### config.mk
export PLATFORM = sky130hd
export DESIGN_NAME = sync_length_checksum_deframer
export DESIGN_NICKNAME = d
export VERILOG_FILES = /design/src/rtl/sldf_pkg.sv /design/src/rtl/sldf_ram.sv /design/src/rtl/sldf_front.sv /design/src/rtl/sldf_jobq.sv /design/src/rtl/sldf_back.sv /design/src/rtl/sync_length_checksum_deframer.sv
export SDC_FILE = /design/constraint.sdc
export NUM_CORES = 1
export LEC_CHECK = 0
export BUFFER_PORTS_ARGS = -buffer_cell sky130_fd_sc_hd__buf_2
export CAP_MARGIN = 20
export CORE_UTILIZATION = 40
export CTS_CLUSTER_SIZE = 25
export DETAILED_ROUTE_END_ITERATION = 7
export PLACE_DENSITY = 0.64
export REMOVE_ABC_BUFFERS = 1
export SYNTH_ARGS = -nofsm -noshare
export SYNTH_HDL_FRONTEND = slang
export SYNTH_SLANG_ARGS = --single-unit
### constraint.sdc
create_clock -name clk -period 4.4 [get_ports clk]
set_clock_uncertainty 0.05 [all_clocks]
set_input_delay 0 -clock clk [delete_from_list [all_inputs] [get_ports clk]]
set_output_delay 0 -clock clk [all_outputs]
set_load 0.01 [all_outputs]
### src/rtl/sldf_pkg.sv
// ----------------------------------------------------------------------------
// sldf_pkg
// Shared constants, codes and types of the sync/length/checksum deframer.
// ----------------------------------------------------------------------------
package sldf_pkg;

  localparam int MAX_PAYLOAD = 64;
  localparam int PAY_AW      = $clog2(MAX_PAYLOAD);
  localparam int LEN_W       = 7;
  localparam int MIN_LEN     = 3;
  localparam int MAX_LEN     = MAX_PAYLOAD + 2;
  localparam int JOBQ_DEPTH  = 2;

  // ASCII "Frame", newest byte in the low bits
  localparam logic [39:0] SYNC_WORD = 40'h4672616D65;

  typedef enum logic [1:0] {
    ST_PAYLOAD  = 2'd0,
    ST_CSUM_BAD = 2'd1,
    ST_DROPPED  = 2'd2,
    ST_LEN_BAD  = 2'd3
  } status_t;

  // One job for the back end: a status result or a forward run.
  typedef struct packed {
    status_t            status;
    logic [LEN_W-1:0]   flen;
  } job_t;

  // Back end to front end feedback.
  typedef struct packed {
    logic run_done;   // last store read of a forward run issued
  } back_stat_t;

endpackage

### src/rtl/sldf_ram.sv
// ----------------------------------------------------------------------------
// sldf_ram
// Generic single-write, single-read RAM with registered read data.
// ----------------------------------------------------------------------------
module sldf_ram #(
  parameter int WIDTH = 8,
  parameter int DEPTH = 64
) (
  input  logic                     clk,
  input  logic                     we,
  input  logic [$clog2(DEPTH)-1:0] waddr,
  input  logic [WIDTH-1:0]         wdata,
  input  logic                     re,
  input  logic [$clog2(DEPTH)-1:0] raddr,
  output logic [WIDTH-1:0]         rdata
);

  logic [WIDTH-1:0] mem [DEPTH];

  always_ff @(posedge clk) begin
    if (we) begin
      mem[waddr] <= wdata;
    end
    if (re) begin
      rdata <= mem[raddr];
    end
  end

endmodule

### src/rtl/sldf_front.sv
// ----------------------------------------------------------------------------
// sldf_front
// Byte intake: sync hunt, length capture, payload store and checksum check.
// Pushes one job per finished frame or bad length.
// ----------------------------------------------------------------------------
module sldf_front (
  input  logic                           clk,
  input  logic                           rst,
  input  logic                           in_valid,
  output logic                           in_stall,
  input  logic [7:0]                     rx_byte,
  input  logic [7:0]                     report_code,
  output logic                           ram_we,
  output logic [sldf_pkg::PAY_AW-1:0]    ram_waddr,
  output logic [7:0]                     ram_wdata,
  output logic                           push,
  output sldf_pkg::job_t                 job,
  input  logic                           q_full,
  input  sldf_pkg::back_stat_t           back_stat
);

  typedef enum logic [3:0] {
    PH_HUNT   = 4'b0001,
    PH_LEN_LO = 4'b0010,
    PH_LEN_HI = 4'b0100,
    PH_BODY   = 4'b1000
  } phase_t;

  phase_t                       phase, phase_next;
  logic [39:0]                  window, window_next;
  logic [7:0]                   len_lo, len_lo_next;
  logic [sldf_pkg::LEN_W-1:0]   len, len_next;
  logic [sldf_pkg::LEN_W-1:0]   count, count_next;
  logic [7:0]                   sum, sum_next;
  logic [7:0]                   first, first_next;
  logic                         fwd_hold, fwd_hold_next;

  logic                         accept;
  logic [39:0]                  shifted;
  logic [15:0]                  len_full;
  logic [sldf_pkg::LEN_W-1:0]   count_inc;
  logic [sldf_pkg::LEN_W-1:0]   plen;
  logic [7:0]                   check;
  logic [7:0]                   first_now;

  assign in_stall = fwd_hold || q_full;
  assign accept   = in_valid && !in_stall;

  assign shifted   = {window[31:0], rx_byte};
  assign len_full  = {rx_byte, len_lo};
  assign count_inc = count + sldf_pkg::LEN_W'(1);
  assign plen      = len - sldf_pkg::LEN_W'(2);
  // valid lengths fit in the low byte, so the high length byte adds nothing
  assign check     = sum + {1'b0, len};
  assign first_now = (count == '0) ? rx_byte : first;

  always_comb begin
    phase_next    = phase;
    window_next   = window;
    len_lo_next   = len_lo;
    len_next      = len;
    count_next    = count;
    sum_next      = sum;
    first_next    = first;
    fwd_hold_next = fwd_hold;
    push          = 1'b0;
    job           = '0;
    ram_we        = 1'b0;
    ram_waddr     = count[sldf_pkg::PAY_AW-1:0];
    ram_wdata     = rx_byte;

    if (back_stat.run_done) begin
      fwd_hold_next = 1'b0;
    end

    unique case (phase)
      PH_HUNT: begin
        if (accept) begin
          if (shifted == sldf_pkg::SYNC_WORD) begin
            window_next = '0;
            phase_next  = PH_LEN_LO;
          end else begin
            window_next = shifted;
          end
        end
      end
      PH_LEN_LO: begin
        if (accept) begin
          len_lo_next = rx_byte;
          phase_next  = PH_LEN_HI;
        end
      end
      PH_LEN_HI: begin
        if (accept) begin
          if (len_full < 16'(sldf_pkg::MIN_LEN) || len_full > 16'(sldf_pkg::MAX_LEN)) begin
            push       = 1'b1;
            job.status = sldf_pkg::ST_LEN_BAD;
            job.flen   = '0;
            phase_next = PH_HUNT;
          end else begin
            len_next   = len_full[sldf_pkg::LEN_W-1:0];
            count_next = '0;
            sum_next   = '0;
            phase_next = PH_BODY;
          end
        end
      end
      PH_BODY: begin
        if (accept) begin
          ram_we     = 1'b1;
          first_next = first_now;
          count_next = count_inc;
          if (count_inc < plen) begin
            sum_next = sum + rx_byte;
          end else begin
            push       = 1'b1;
            job.flen   = len;
            phase_next = PH_HUNT;
            count_next = '0;
            sum_next   = '0;
            if (check != rx_byte) begin
              job.status = sldf_pkg::ST_CSUM_BAD;
            end else if (first_now != report_code) begin
              job.status = sldf_pkg::ST_DROPPED;
            end else begin
              // store stays owned by the back end until its run is read out
              job.status    = sldf_pkg::ST_PAYLOAD;
              fwd_hold_next = 1'b1;
            end
          end
        end
      end
      default: begin
        phase_next = PH_HUNT;
      end
    endcase
  end

  always_ff @(posedge clk) begin
    if (rst) begin
      phase    <= PH_HUNT;
      window   <= '0;
      count    <= '0;
      sum      <= '0;
      fwd_hold <= 1'b0;
    end else begin
      phase    <= phase_next;
      window   <= window_next;
      count    <= count_next;
      sum      <= sum_next;
      fwd_hold <= fwd_hold_next;
    end
  end

  always_ff @(posedge clk) begin
    len_lo <= len_lo_next;
    len    <= len_next;
    first  <= first_next;
  end

endmodule

### src/rtl/sldf_jobq.sv
// ----------------------------------------------------------------------------
// sldf_jobq
// Short job queue between the intake and the result sequencer.
// ----------------------------------------------------------------------------
module sldf_jobq (
  input  logic               clk,
  input  logic               rst,
  input  logic               push,
  input  sldf_pkg::job_t     push_job,
  input  logic               pop,
  output logic               q_valid,
  output logic               q_full,
  output sldf_pkg::job_t     head
);

  localparam int AW = (sldf_pkg::JOBQ_DEPTH > 1) ? $clog2(sldf_pkg::JOBQ_DEPTH) : 1;

  sldf_pkg::job_t   entries [sldf_pkg::JOBQ_DEPTH];
  logic [AW-1:0]    wr_ptr, rd_ptr;
  logic [AW:0]      fill;

  function automatic logic [AW-1:0] bump(input logic [AW-1:0] p);
    return (p == AW'(sldf_pkg::JOBQ_DEPTH - 1)) ? '0 : p + AW'(1);
  endfunction

  assign q_valid = (fill != '0);
  assign q_full  = (fill == (AW+1)'(sldf_pkg::JOBQ_DEPTH));
  assign head    = entries[rd_ptr];

  always_ff @(posedge clk) begin
    if (rst) begin
      wr_ptr <= '0;
      rd_ptr <= '0;
      fill   <= '0;
    end else begin
      if (push) begin
        wr_ptr <= bump(wr_ptr);
      end
      if (pop) begin
        rd_ptr <= bump(rd_ptr);
      end
      if (push && !pop) begin
        fill <= fill + (AW+1)'(1);
      end else if (pop && !push) begin
        fill <= fill - (AW+1)'(1);
      end
    end
  end

  always_ff @(posedge clk) begin
    if (push) begin
      entries[wr_ptr] <= push_job;
    end
  end

endmodule

### src/rtl/sldf_back.sv
// ----------------------------------------------------------------------------
// sldf_back
// Result sequencer: turns jobs into status results or payload runs read
// back from the store, through one output register.
// ----------------------------------------------------------------------------
module sldf_back (
  input  logic                           clk,
  input  logic                           rst,
  input  logic                           q_valid,
  input  sldf_pkg::job_t                 head,
  output logic                           pop,
  output logic                           ram_re,
  output logic [sldf_pkg::PAY_AW-1:0]    ram_raddr,
  input  logic [7:0]                     ram_rdata,
  output sldf_pkg::back_stat_t           back_stat,
  output logic                           out_valid,
  input  logic                           out_stall,
  output logic [7:0]                     out_byte,
  output logic [1:0]                     status,
  output logic                           last,
  output logic [sldf_pkg::LEN_W-1:0]     frame_length
);

  typedef enum logic [1:0] {
    B_IDLE = 2'b01,
    B_RUN  = 2'b10
  } bstate_t;

  bstate_t                      state, state_next;
  logic [sldf_pkg::LEN_W-1:0]   idx, plen, flen;
  logic                         rd_pend, rd_last;
  logic                         out_free;
  logic                         issue;
  logic                         issue_last;
  logic [sldf_pkg::LEN_W-1:0]   idx_inc;

  assign out_free   = !out_valid || !out_stall;
  assign idx_inc    = idx + sldf_pkg::LEN_W'(1);
  assign issue_last = (idx_inc == plen);
  assign ram_raddr  = idx[sldf_pkg::PAY_AW-1:0];

  always_comb begin
    state_next         = state;
    pop                = 1'b0;
    issue              = 1'b0;
    back_stat.run_done = 1'b0;
    unique case (state)
      B_IDLE: begin
        if (q_valid && !rd_pend && out_free) begin
          pop = 1'b1;
          if (head.status == sldf_pkg::ST_PAYLOAD) begin
            state_next = B_RUN;
          end
        end
      end
      B_RUN: begin
        if (!rd_pend && out_free) begin
          issue = 1'b1;
          if (issue_last) begin
            state_next         = B_IDLE;
            back_stat.run_done = 1'b1;
          end
        end
      end
      default: begin
        state_next = B_IDLE;
      end
    endcase
  end

  assign ram_re = issue;

  always_ff @(posedge clk) begin
    if (rst) begin
      state     <= B_IDLE;
      rd_pend   <= 1'b0;
      out_valid <= 1'b0;
    end else begin
      state   <= state_next;
      rd_pend <= issue;
      // read data lands in the cycle after issue; output is free by then
      if (rd_pend || (pop && head.status != sldf_pkg::ST_PAYLOAD)) begin
        out_valid <= 1'b1;
      end else if (!out_stall) begin
        out_valid <= 1'b0;
      end
    end
  end

  always_ff @(posedge clk) begin
    if (pop) begin
      idx  <= '0;
      flen <= head.flen;
      plen <= head.flen - sldf_pkg::LEN_W'(2);
    end else if (issue) begin
      idx <= idx_inc;
    end
    if (issue) begin
      rd_last <= issue_last;
    end
    if (rd_pend) begin
      out_byte     <= ram_rdata;
      status       <= sldf_pkg::ST_PAYLOAD;
      last         <= rd_last;
      frame_length <= flen;
    end else if (pop && head.status != sldf_pkg::ST_PAYLOAD) begin
      out_byte     <= '0;
      status       <= head.status;
      last         <= 1'b1;
      frame_length <= head.flen;
    end
  end

endmodule

### src/rtl/sync_length_checksum_deframer.sv
// ----------------------------------------------------------------------------
// sync_length_checksum_deframer
// Sync-word framed receiver with length field and additive checksum.
// ----------------------------------------------------------------------------
// Bytes come in on rx_byte, one item per cycle while the block hunts for the
// ASCII sync word "Frame", reads the little-endian length and stores the
// payload. Each finished frame (or bad length) becomes a job in a two-entry
// queue; status results (checksum bad, not a report frame, bad length) leave
// as single items with out_byte zero and last set, and the intake keeps
// running unless the queue is full. A forwarded frame is replayed from the
// 64-byte payload RAM, one read at a time (registered RAM read, then the
// output register), and the intake stalls from the frame's last byte until
// the last read of the run has been issued, since the next frame writes the
// same RAM. report_code must be written through cfg_wr_en/cfg_wr_data only
// while the block is idle; the block does not enforce it.
// ----------------------------------------------------------------------------
module sync_length_checksum_deframer (
  input  logic                           clk,
  input  logic                           rst,
  // configuration
  input  logic                           cfg_wr_en,
  input  logic [7:0]                     cfg_wr_data,
  // byte intake
  input  logic                           in_valid,
  output logic                           in_stall,
  input  logic [7:0]                     rx_byte,
  // results
  output logic                           out_valid,
  input  logic                           out_stall,
  output logic [7:0]                     out_byte,
  output logic [1:0]                     status,
  output logic                           last,
  output logic [sldf_pkg::LEN_W-1:0]     frame_length
);

  logic [7:0]                       report_code;

  // intake -> payload store
  logic                             ram_we;
  logic [sldf_pkg::PAY_AW-1:0]      ram_waddr;
  logic [7:0]                       ram_wdata;
  // sequencer -> payload store
  logic                             ram_re;
  logic [sldf_pkg::PAY_AW-1:0]      ram_raddr;
  logic [7:0]                       ram_rdata;

  // job queue
  logic                             push, pop, q_valid, q_full;
  sldf_pkg::job_t                   push_job, head;
  sldf_pkg::back_stat_t             back_stat;

  // the one config register
  always_ff @(posedge clk) begin
    if (rst) begin
      report_code <= '0;
    end else if (cfg_wr_en) begin
      report_code <= cfg_wr_data;
    end
  end

  sldf_front u_front (
    .clk         (clk),
    .rst         (rst),
    .in_valid    (in_valid),
    .in_stall    (in_stall),
    .rx_byte     (rx_byte),
    .report_code (report_code),
    .ram_we      (ram_we),
    .ram_waddr   (ram_waddr),
    .ram_wdata   (ram_wdata),
    .push        (push),
    .job         (push_job),
    .q_full      (q_full),
    .back_stat   (back_stat)
  );

  sldf_ram #(
    .WIDTH (8),
    .DEPTH (sldf_pkg::MAX_PAYLOAD)
  ) u_store (
    .clk   (clk),
    .we    (ram_we),
    .waddr (ram_waddr),
    .wdata (ram_wdata),
    .re    (ram_re),
    .raddr (ram_raddr),
    .rdata (ram_rdata)
  );

  sldf_jobq u_jobq (
    .clk      (clk),
    .rst      (rst),
    .push     (push),
    .push_job (push_job),
    .pop      (pop),
    .q_valid  (q_valid),
    .q_full   (q_full),
    .head     (head)
  );

  sldf_back u_back (
    .clk          (clk),
    .rst          (rst),
    .q_valid      (q_valid),
    .head         (head),
    .pop          (pop),
    .ram_re       (ram_re),
    .ram_raddr    (ram_raddr),
    .ram_rdata    (ram_rdata),
    .back_stat    (back_stat),
    .out_valid    (out_valid),
    .out_stall    (out_stall),
    .out_byte     (out_byte),
    .status       (status),
    .last         (last),
    .frame_length (frame_length)
  );

`ifndef NO_ASSERTIONS
  // status results are always single-item runs with a zero data byte
  a_status_single: assert property (@(posedge clk) disable iff (rst)
    out_valid && status != sldf_pkg::ST_PAYLOAD |-> last && out_byte == 8'd0)
    else $error("status result not a single zero item");

  // a bad length never reports a length
  a_badlen_zero: assert property (@(posedge clk) disable iff (rst)
    out_valid && status == sldf_pkg::ST_LEN_BAD |-> frame_length == '0)
    else $error("bad length result carries a length");

  // forwarded items always carry a length that passed the range check
  a_fwd_len: assert property (@(posedge clk) disable iff (rst)
    out_valid && status == sldf_pkg::ST_PAYLOAD |->
      frame_length >= sldf_pkg::LEN_W'(sldf_pkg::MIN_LEN) &&
      frame_length <= sldf_pkg::LEN_W'(sldf_pkg::MAX_LEN))
    else $error("forwarded item with out-of-range length");

  // the store is never written while a forward run still reads it
  a_no_overwrite: assert property (@(posedge clk) disable iff (rst)
    ram_re |-> !ram_we)
    else $error("payload store written during readout");
`endif

endmodule
# Yosys cells after proc, flatten, opt, wreduce, memory -nomap -nowiden
# Memory sizes are Yosys's and may differ from the RTL's. A register that Yosys moved wholly into a read port is not among the register bits.
# Cells that the tools add are included.
[word_totals] ff_bits=131 mem_bits_rw=530 input_bits=21 mem_count=2
[classes] mux=70 n_addsub=10 eq_ne=23 n_bitwise=1 magnitude_cmp=3 n_reduce_logical=31
[memory_table] memory="u_store.mem" words=64 word_bits=8 rd=1 rd_ports_with_merged_regs=1 write_ports=1 line_no="sldf_ram.sv:18" rtl="logic [WIDTH-1:0] mem [DEPTH];"
[memory_table] memory="u_jobq.entries" words=2 word_bits=9 rd=1 rd_ports_with_merged_regs=1 write_ports=1 line_no="sldf_jobq.sv:18" rtl="sldf_pkg::job_t entries [sldf_pkg::JOBQ_DEPTH];"
[ops] cell="two-way mux 8 bit" n=7
[ops] cell="two-way mux 7 bit" n=6
[ops] cell="equality test 40 x 39 -> 1 bit, second input constant" n=1
[ops] cell="two-way mux 9 bit" n=4
[ops] cell="two-way mux 32 bit" n=1
[ops] cell="two-way mux 1 bit" n=31
[ops] cell="two-way mux 4 bit" n=7
[ops] cell="!= test 2 x 1 -> 1 bit, second input constant" n=10
[ops] cell="case mux 9 bit (2 select lines)" n=1
[ops] cell="greater-than comparator 16 x 7 -> 1 bit, second input constant" n=1
[ops] cell="< comparator 16 x 2 -> 1 bit, second input constant" n=1
[ops] cell="two-way mux 2 bit" n=8
[ops] cell="!= test 8 bit" n=2
[ops] cell="case mux 4 bit (4 select lines)" n=1
[ops] cell="case mux 8 bit (2 select lines)" n=1
[ops] cell="adder 7 x 1 -> 7 bit, second input constant" n=2
[ops] cell="case mux 7 bit (2 select lines)" n=1
[ops] cell="subtractor 7 x 2 -> 7 bit, second input constant" n=2
[ops] cell="nonzero test 2 bit" n=5
[ops] cell="adder 8 x 7 -> 8 bit" n=1
[ops] cell="adder 8 bit" n=1
[ops] cell="AND reduction 4 bit" n=2
[ops] cell="equality test 7 bit" n=1
[ops] cell="logical AND 1 bit" n=7
[ops] cell="21 further kinds" n=34

# Longest topological paths before layout
# Gate-level depths: netlist (run 1).
[logic_depth] ltp_word=11 ltp_mapped=15 ltp_nobuf=14

# Cells and area by module
# A second synthesis (run 1) with hierarchy kept.
[unflattened] hier_cells=1647 area_unflattened_um2=27591.5
[modules_own_cells] mod="sldf_ram" instances=1 seq_area_each_um2=15615.0 area_each_um2=20246.9 cells_each=940
[modules_own_cells] mod="sldf_front" instances=1 seq_area_each_um2=1731.7 area_each_um2=4317.9 cells_each=472
[modules_own_cells] mod="sldf_back" instances=1 seq_area_each_um2=1161.1 area_each_um2=1884.3 cells_each=159
[modules_own_cells] mod="sldf_jobq" instances=1 seq_area_each_um2=640.6 area_each_um2=857.1 cells_each=50
[modules_own_cells] mod="sync_length_checksum_deframer" instances=1 seq_area_each_um2=160.2 area_each_um2=285.3 cells_each=26

# Worst setup path after synthesis (run 1)
# Ideal clock, no wire load.
[synth_timing] path_kind="register to register" from="register u_front.count[2] (netlist name)" to="register u_jobq.fill[1]" path_slack_ns=1.157 path_stages_with_launch=15 setup_time_ns=0.071 arrival_time_ns=3.123 path_cell_list="dfxtp_1 buf_1 nand3_1 clkbuf_1 xnor2_1 ha_1 a211o_1 a31oi_1 o21ai_0 clkbuf_1 o2bb2ai_1 inv_1 ha_1 or3_1 a21oi_1"
[synth_via] elab_chain_len=8
[synth_lines] item="start, declared" line_no="sldf_front.sv:33" rtl="logic [sldf_pkg::LEN_W-1:0] count, count_next;"
[synth_lines] item="start signal, assigned" line_no="sldf_front.sv:149" rtl="count <= count_next;"
[synth_lines] item="adder 7 x 1 -> 7 bit *" line_no="sldf_front.sv:51" rtl="assign count_inc = count + sldf_pkg::LEN_W'(1);"
[synth_lines] item="< comparator 7 bit *" line_no="sldf_front.sv:113" rtl="if (count_inc < plen) begin"
[synth_lines] item="two-way mux 1 bit *" line_no="sldf_front.sv:113"
[synth_lines] item="two-way mux 1 bit *" line_no="sldf_front.sv:109" rtl="if (accept) begin"
[synth_lines] item="case mux 1 bit (2 select lines) *" line_no="sldf_front.sv:76" rtl="unique case (phase)"
[synth_lines] item="named net push" line_no="sync_length_checksum_deframer.sv:48" rtl="logic push, pop, q_valid, q_full;"
[synth_lines] item="logical NOT 1 bit" line_no="sldf_jobq.sv:44" rtl="end else if (pop && !push) begin"
[synth_lines] item="logical AND 1 bit" line_no="sldf_jobq.sv:44"
[synth_lines] item="nonzero test 2 bit (no line)"
[synth_lines] item="end signal, assigned" line_no="sldf_jobq.sv:43" rtl="fill <= fill + (AW+1)'(1);"
[synth_lines] item="end signal, assigned" line_no="sldf_jobq.sv:45" rtl="fill <= fill - (AW+1)'(1);"
[synth_lines] item="end, declared" line_no="sldf_jobq.sv:20" rtl="logic [AW:0] fill;"
# Mark *: on every way through the listed nets, which the timed path passes. The rest lies on a longest branch.
# A chain may end at the register's enable or synchronous reset.

# Final worst setup path (run 1)
# Same ends and word-level chain as after synthesis.

==> reports/results.tsv, run 1 <==
metric	value	unit
Synth async-reset ratio	0	%
Post-DRT Antenna Nets	0	
diode count	0	
Post-synth EDFFs	591	
Worst Setup SP	u_front.count[2]$_SDFFE_PP0P_	
Peak Freq	0.315	GHz
final core utilization	45.9	%
clock slew at reported path FFs	0.06	ns
Crit-path slowest cell	dfxtp_1	
Final GP Congestion	0.825	
setup TNS	0	ns
main flop type after synthesis	edfxtp_1	
Syn Area/Cell	18.1	um^2
Worst Max-Slew Pin Slew	1.04	ns
Leakage	0.00996	uW
clk sinks	669	
Post-layout nets	1645	
postcts setup bufs	0	
max_slew headroom	30.4	%
Core ar.	67200	um^2
WL final	59800	um
RSZ-0062 raised after global routing	false	
CTS root buf	clkbuf_16	
share of layout cells above drive strength 1	22.3	%
Slew Viols, Final	0	
post-synth top area cell	edfxtp_1	
hold_sp	rx_byte[4]	
synthesized flop and latch total	669	
outcome	completed	
buffers added on ports	40	
Syn Inst Count	1501	
Max rail drop VDD	277	uV
cells on worst reg2reg path	12	
Cell Chain, Critical Path	nand3_1 > nor2_1 > xor2_1 > ha_1 > a21o_1 > a21oi_1 > o21ai_0 > o2bb2ai_1 > inv_1 > ha_1 > or3_1 > a21oi_1	
wire per inst	23.6	um
Worst EP required	4.89	ns
total number of vias	14000	
r2r startpoint	u_front.count[2]$_SDFFE_PP0P_	
Worst R2R Setup Slack	1.22	ns
GRT Overall Usage	17.5	%
Synth top area share	65.4	%
mapped cell area	27100	um^2
worst reg2reg endpoint	u_jobq.fill[1]$_SDFFE_PP0P_	
CTS buffer count	72	
max_cap viols	0	
Critical Path Sink Type	flip-flop	
boundary pin count	41	
PwrDens	460	nW/um^2
hold depth	7	
# fillers	5594	
Starting Density	40.4	%
Initial DRT Pass Iterations	5	
final hold slack	0.0158	ns
row cnt	95	
Initial DRC Count	1241	
DR DRC count	0	
worst slack at placement	1.25	ns
number of global-route vias before repair	14100	
most common cell in the synthesized netlist	edfxtp_1	
Setup CP Type	reg -> reg	
Final min period	3.18	ns
class of the worst hold path	in -> reg	
Final setup viols	0	
Detailed Place HPWL	36900	um
min setup slack post-route	1.22	ns
htree depth	3	
period utilization	72.2	%
total power draw	14200	uW
area of the multi-input gates	7400	um^2
count of cell types in the netlist	62	
Seq. cell area	19300	um^2
total congestion overflow	0	
warning count from the yosys run	0	
synth top area cells	edfxtp_1 65%, mux4_2 13%, dfxtp_1 5.8%, nor2_1 2.0%, mux2i_1 1.5%	
CP Max Fanout	14	
post-synthesis sequential area ratio	71.2	%
Min-Delay Endpoint	u_front.phase[3]$_SDFFE_PP0P_	
Die Ht	262	um
CTS Hold Bufs	26	
post-CTS resize count	0	
Post-synth top cells	591 x edfxtp_1, 160 x mux4_2, 141 x nor2_1	
Die X-Extent	262	um
Die Area	68800	um^2
Worst Setup Start Kind	flip-flop	
slowest stage delay, CP	0.55	ns
CTS tree	yes	
first-pass GRT wire length	90000	um
CTS max path bufs	3	
worst skew pair latency	0.61	ns
Via density	5.52	
Final Hold Vio Count	0	
Worst Path Arrival	3.66	ns
area grow syn2layout	13.8	%
pin count of the biggest net entering global routing	72	
antenna violations before repair	1	
placed cells by master, fill, tap and decap left out, types with 11 or more instances in the layout:
cell type | synthesis | routed
buf_2 | 18 | 40
or3_1 | 12 | 12
inv_1 | 28 | 28
mux2i_1 | 41 | 41
nand3_1 | 22 | 22
and3_1 | 11 | 11
a22o_1 | 11 | 11
dlygate4sd3_1 | 0 | 26
buf_4 | 0 | 21
o21ai_0 | 19 | 19
mux2_2 | 26 | 26
a22oi_1 | 16 | 16
nor2_1 | 141 | 141
xor2_1 | 20 | 20
clkinv_1 | 0 | 14
edfxtp_1 | 591 | 591
a21oi_1 | 23 | 23
clkbuf_1 | 32 | 16
nor3_1 | 14 | 14
xnor2_1 | 26 | 26
dfxtp_1 | 78 | 75
mux4_2 | 160 | 160
nand2_1 | 46 | 46
clkinv_2 | 0 | 14
clkbuf_16 | 0 | 72
ha_1 | 26 | 26
where the power goes:
group / leakage, uW / switching, uW / total (uW) / internal, uW
clock: 0.00110 / 2450 / 5720 / 3270
combinational: 0.00285 / 690 / 1330 / 645
sequential: 0.00601 / 97.9 / 7140 / 7040
total: 0.00996 / 3230 / 14200 / 11000
layer usage:
metal | share of wire (%) | vias to the layer above | global-route usage (%) | wire, um
li1 | - | 6204 | - | -
met1 | 44 | 7286 | 24.5 | 26300
met2 | 48 | 398 | 27.8 | 28600
met3 | 6.1 | 75 | 3.15 | 3630
met4 | 2.1 | 0 | 5.61 | 1260
met5 | 0 | - | 0 | 0
worst max path at each step:
stage / slack [ns] / cells past startpoint / to
2_1_floorplan: -3.12 / 6 / u_back.state[0]$_SDFFE_PP1P_
3_3_place_gp: 1.25 / 12 / u_jobq.fill[1]$_SDFFE_PP0P_
3_5_place_dp: 1.25 / 12 / u_jobq.fill[1]$_SDFFE_PP0P_
4_1_cts: 1.23 / 12 / u_jobq.fill[1]$_SDFFE_PP0P_
5_1_grt: 0.97 / 12 / u_jobq.fill[1]$_SDFFE_PP0P_
6_report: 1.22 / 12 / u_jobq.fill[1]$_SDFFE_PP0P_
cell type report:
cell class                      count  share of cell area, %
Clock inverter                     43                   1.09
Clock buffer                       91                   6.17
Multi-Input combinational cell    734                   24.0
Timing Repair Buffer               91                   2.26
Tap cell                          873                   3.54
Sequential cell                   669                   62.6
Inverter                           28                  0.341
state kept, by name, summed over array words and instances, names as in the netlist, 4 cells and up, named ones only:
signal               count
u_back.idx               7
report_code              8
u_back.plen              6
u_front.len_lo           8
u_store.rdata            8
u_front.first            8
u_store.mem            512
u_back.flen              7
u_front.phase            4
u_back.frame_length      7
u_jobq.entries          18
u_front.window          32
u_front.len              7
u_back.out_byte          8
u_front.count            7
u_front.sum              8
worst max-delay path: cells and delay by family (launching register included):
family / cells / cell delay [ns]
flip-flops: 1 / 0.55
AO/OA/AOI/OAI: 5 / 0.87
AND/OR/NAND/NOR: 3 / 0.73
buffers and inverters: 1 / 0.08
XOR/XNOR: 1 / 0.21
adder cells (fa/ha/maj): 2 / 0.62
cells by family after synthesis:
logic type      Yosys count  share of synthesized area, %
mux                     227                          15.9
fa+ha+maj                28                          1.35
buf+inv                  98                          1.52
xor+xnor                 46                          1.49
flops                   669                          71.2
compound gates          124                          3.12
simple gates            309                          5.44
stage by stage:
step           cells  instance area, um^2
6_report        2529                30900
2_1_floorplan   1431                26800
3_5_place_dp    2368                28300
3_3_place_gp    2368                28300
5_1_grt         2529                30900
4_1_cts         2528                30800
(Power assumes the default switching activity.)
==> run 2, diff against run 1 <==
- ABC_AREA: default -> 1
- PLACE_DENSITY: 0.64 -> 0.66
- clock period: 4.4 -> 2.6 ns (I/O delays scaled with it)
==> reports/results.tsv, run 2 <==
metric	value	unit	change
leading cell type in the layout, fill and taps excluded	edfxtp_1		
Final setup viols	26		+26
Post-layout nets	2776		+69%
total number of vias	20000		+43%
min setup slack post-route	-0.188	ns	-1.41 ns
placed cell count	3537		+49%
Largest register FFs	512		unchanged
Die Area	71300	um^2	+3.6%
Sw Pwr	6090	uW	+88%
Slew Viols, Final	0		unchanged
Detailed Place HPWL	42900	um	+16%
post-synthesis sequential area ratio	68.7	%	-2.5 points
Post-synth top cells	591 x edfxtp_1, 416 x nor2_1, 395 x nand2_1		
Synth async-reset ratio	0	%	unchanged
max_cap viols	0		unchanged
synth top area cells	edfxtp_1 63%, dfxtp_1 5.6%, nor2_1 5.6%, nand2_1 5.3%, o21ai_0 5.1%		
Reg power frac	50.8	%	+0.5 points
total congestion overflow	0		unchanged
Syn Area/Cell	11.0	um^2	-39%
Core ar.	69100	um^2	+2.8%
Int Power	18500	uW	+69%
period utilization	107	%	+35 points
Via density	5.37		-2.8%
CTS tree	yes		
Worst EP required	3.05	ns	-1.84 ns
Starting Density	40.7	%	+0.29 points
boundary pin count	41		unchanged
DR DRC count	0		unchanged
class of the worst hold path	in -> reg		
htree depth	3		unchanged
most common cell in the synthesized netlist	edfxtp_1		
first-pass GRT wire length	110000	um	+23%
clock power share	39.4	%	-0.9 points
outcome	complete, but fails checks		
max_slew headroom	42.5	%	+12 points
Leakage	0.0121	uW	+21%
Syn Inst Count	2544		+69%
Synth top area share	63.2	%	-2.3 points
Setup CP Type	reg -> reg		
Worst Path Arrival	3.24	ns	-0.42 ns
largest register by flop count	u_store.mem		
Post-DRT Antenna Nets	0		unchanged
CP Max Fanout	2		-12
Max rail drop VDD	447	uV	+62%
CTS max path bufs	3		unchanged
Sw Share	24.7	%	+2.0 points
Final Hold Vio Count	0		unchanged
Die X-Extent	267	um	+1.8%
Largest regs	u_store.mem (512), u_front.window (32), u_jobq.entries (18)		
worst skew pair latency	0.63	ns	+0.02 ns
Initial DRT Pass Iterations	5		unchanged
Die Ht	267	um	+1.8%
row cnt	96		+1.1%
antenna violations before repair	1		unchanged
Final GP Congestion	0.895		+8.4%
Worst Max-Slew Pin Slew	0.862	ns	-0.174 ns
warning count from the yosys run	0		unchanged
mapped cell area	28100	um^2	+3.6%
CTS root buf	clkbuf_16		
Post-synth EDFFs	591		unchanged
Worst Setup Start Kind	flip-flop		
Critical Path Sink Type	flip-flop		
clk sinks	669		unchanged
Peak Freq	0.359	GHz	+14%
setup TNS	-2.18	ns	-2.18 ns
WL final	71900	um	+20%
failing checks	setup timing		
count of cell types in the netlist	38		-39%
number of global-route vias before repair	19600		+39%
post-synth top area cell	edfxtp_1		
clock slew at reported path FFs	0.06	ns	about the same
Final min period	2.79	ns	-0.389 ns
buffers added on ports	40		unchanged
combinational power share	9.9	%	+0.5 points
GRT Overall Usage	20.1	%	+2.6 points
main flop type after synthesis	edfxtp_1		
area grow syn2layout	18.1	%	
most frequent cells in the layout	591 x edfxtp_1, 404 x nor2_1, 385 x nand2_1		
RSZ-0062 raised after global routing	true		
share of layout cells above drive strength 1	13.9	%	-8.4 points
pin count of the biggest net entering global routing	115		+60%
Non-Filler Instances	3718		+47%
wire per inst	19.3	um	-18%
synthesized flop and latch total	669		unchanged
Initial DRC Count	2070		+67%
CTS buffer count	72		unchanged
PwrDens	742	nW/um^2	+61%
==> run 2: cell types whose count changed after synthesis, moves of 34 or more <==
| cell | previous run | this run |
|---|---|---|
| nand2_1 | 46 | 395 |
| nor2_1 | 141 | 416 |
| o21ai_0 | 19 | 285 |
| mux4_2 | 160 | 0 |
| o22ai_1 | 3 | 128 |
| inv_1 | 28 | 122 |
| nand3_1 | 22 | 109 |
| a21oi_1 | 23 | 84 |
| o21ai_1 | 7 | 68 |
| mux2i_1 | 41 | 2 |
| clkbuf_1 | 32 | 66 |
==> run 2: layer usage <==
layer | part of all wire, % | global-route usage (%) | vias up
met5 | 0 | 0 | -
li1 | - | - | 9378
met2 | 48 | 33.2 | 751
met3 | 7.1 | 3.19 | 140
met1 | 42 | 26.6 | 9693
met4 | 2.8 | 7.24 | 0
==> run 2: worst max-delay path: stages (launching register included) <==
cell,delay [ns]
edfxtp_1,0.40
inv_2,0.09
nand3_2,0.09
buf_4,0.14
xor2_1,0.13
ha_1,0.31
a21oi_2,0.23
nor2_4,0.08
nor3_4,0.26
nand3_2,0.14
nand2_2,0.11
inv_2,0.05
ha_4,0.23
buf_4,0.13
o21ai_0,0.15
a21oi_1,0.06
==> run 2: cell type report <==
class                   instances  area (um^2)
inverters                     129          500
repair buffers                247         2050
clock buffers                  92         1930
multi-input cells            1608         7930
diodes                          1         2.50
flip-flops and latches        669        19300
clock inverters                41          292
well taps                     931         1160
fillers                      6114        35900
==> run 2: cells by family after synthesis <==
logic type      synth area share, %
simple gates                   14.1
mux                           0.111
buf+inv                        4.14
xor+xnor                      0.717
compound gates                 10.9
fa+ha+maj                      1.30
flops                          68.7
==> run 2: stage by stage <==
| stage | worst slack (ns) | utilization (%) | total power (uW) | hold slack, ns | instance area [um^2] |
|---|---|---|---|---|---|
| after global placement | -0.311 | 43.6 | 14900 | 0.172 | 30100 |
| after global routing | -0.313 | 48.0 | 25500 | 0.0679 | 33200 |
| after detailed placement | -0.392 | 43.6 | 15000 | 0.182 | 30100 |
| after CTS | -0.0321 | 47.7 | 24700 | 0.0426 | 32900 |
| after floorplan | -4.97 | - | 14000 | 0.0191 | 27400 |
| final | -0.188 | 48.0 | 24600 | 0.0593 | 33200 |
==> run 2: path summary, 6_finish.rpt <==
check,startpoint,depth (start not counted),slack [ns],to
worst min-delay path,rx_byte[7],2,0.06,u_front.len_lo[7]$_DFFE_PP_
worst min register to register,u_front.len_lo[0]$_DFFE_PP_,0,0.40,u_front.len[0]$_DFFE_PP_
worst max register to register,u_front.len[2]$_DFFE_PP_,15,-0.19,u_jobq.fill[0]$_SDFFE_PP0P_
worst max-delay path,u_front.len[2]$_DFFE_PP_,15,-0.19,u_jobq.fill[0]$_SDFFE_PP0P_
==> run 2: power groups by stage <==
| stage | registers, uW | clock network (uW) | logic, uW |
|---|---|---|---|
| after floorplan | 12700 | 0 | 1260 |
| after global placement | 12700 | 0 | 2190 |
| after detailed placement | 12700 | 0 | 2270 |
| after CTS | 12500 | 9820 | 2380 |
| after global routing | 12500 | 10200 | 2720 |
| final | 12500 | 9680 | 2430 |
==> run 2: timing repair <==
item	in CTS	in global routing
hold buffers	38	0
endpoints found under the setup margin	26	122
cloned	0	1
gates resized for setup	35	58
setup buffers	4	6
pin swaps	13	17
endpoints found under the hold margin	65	0
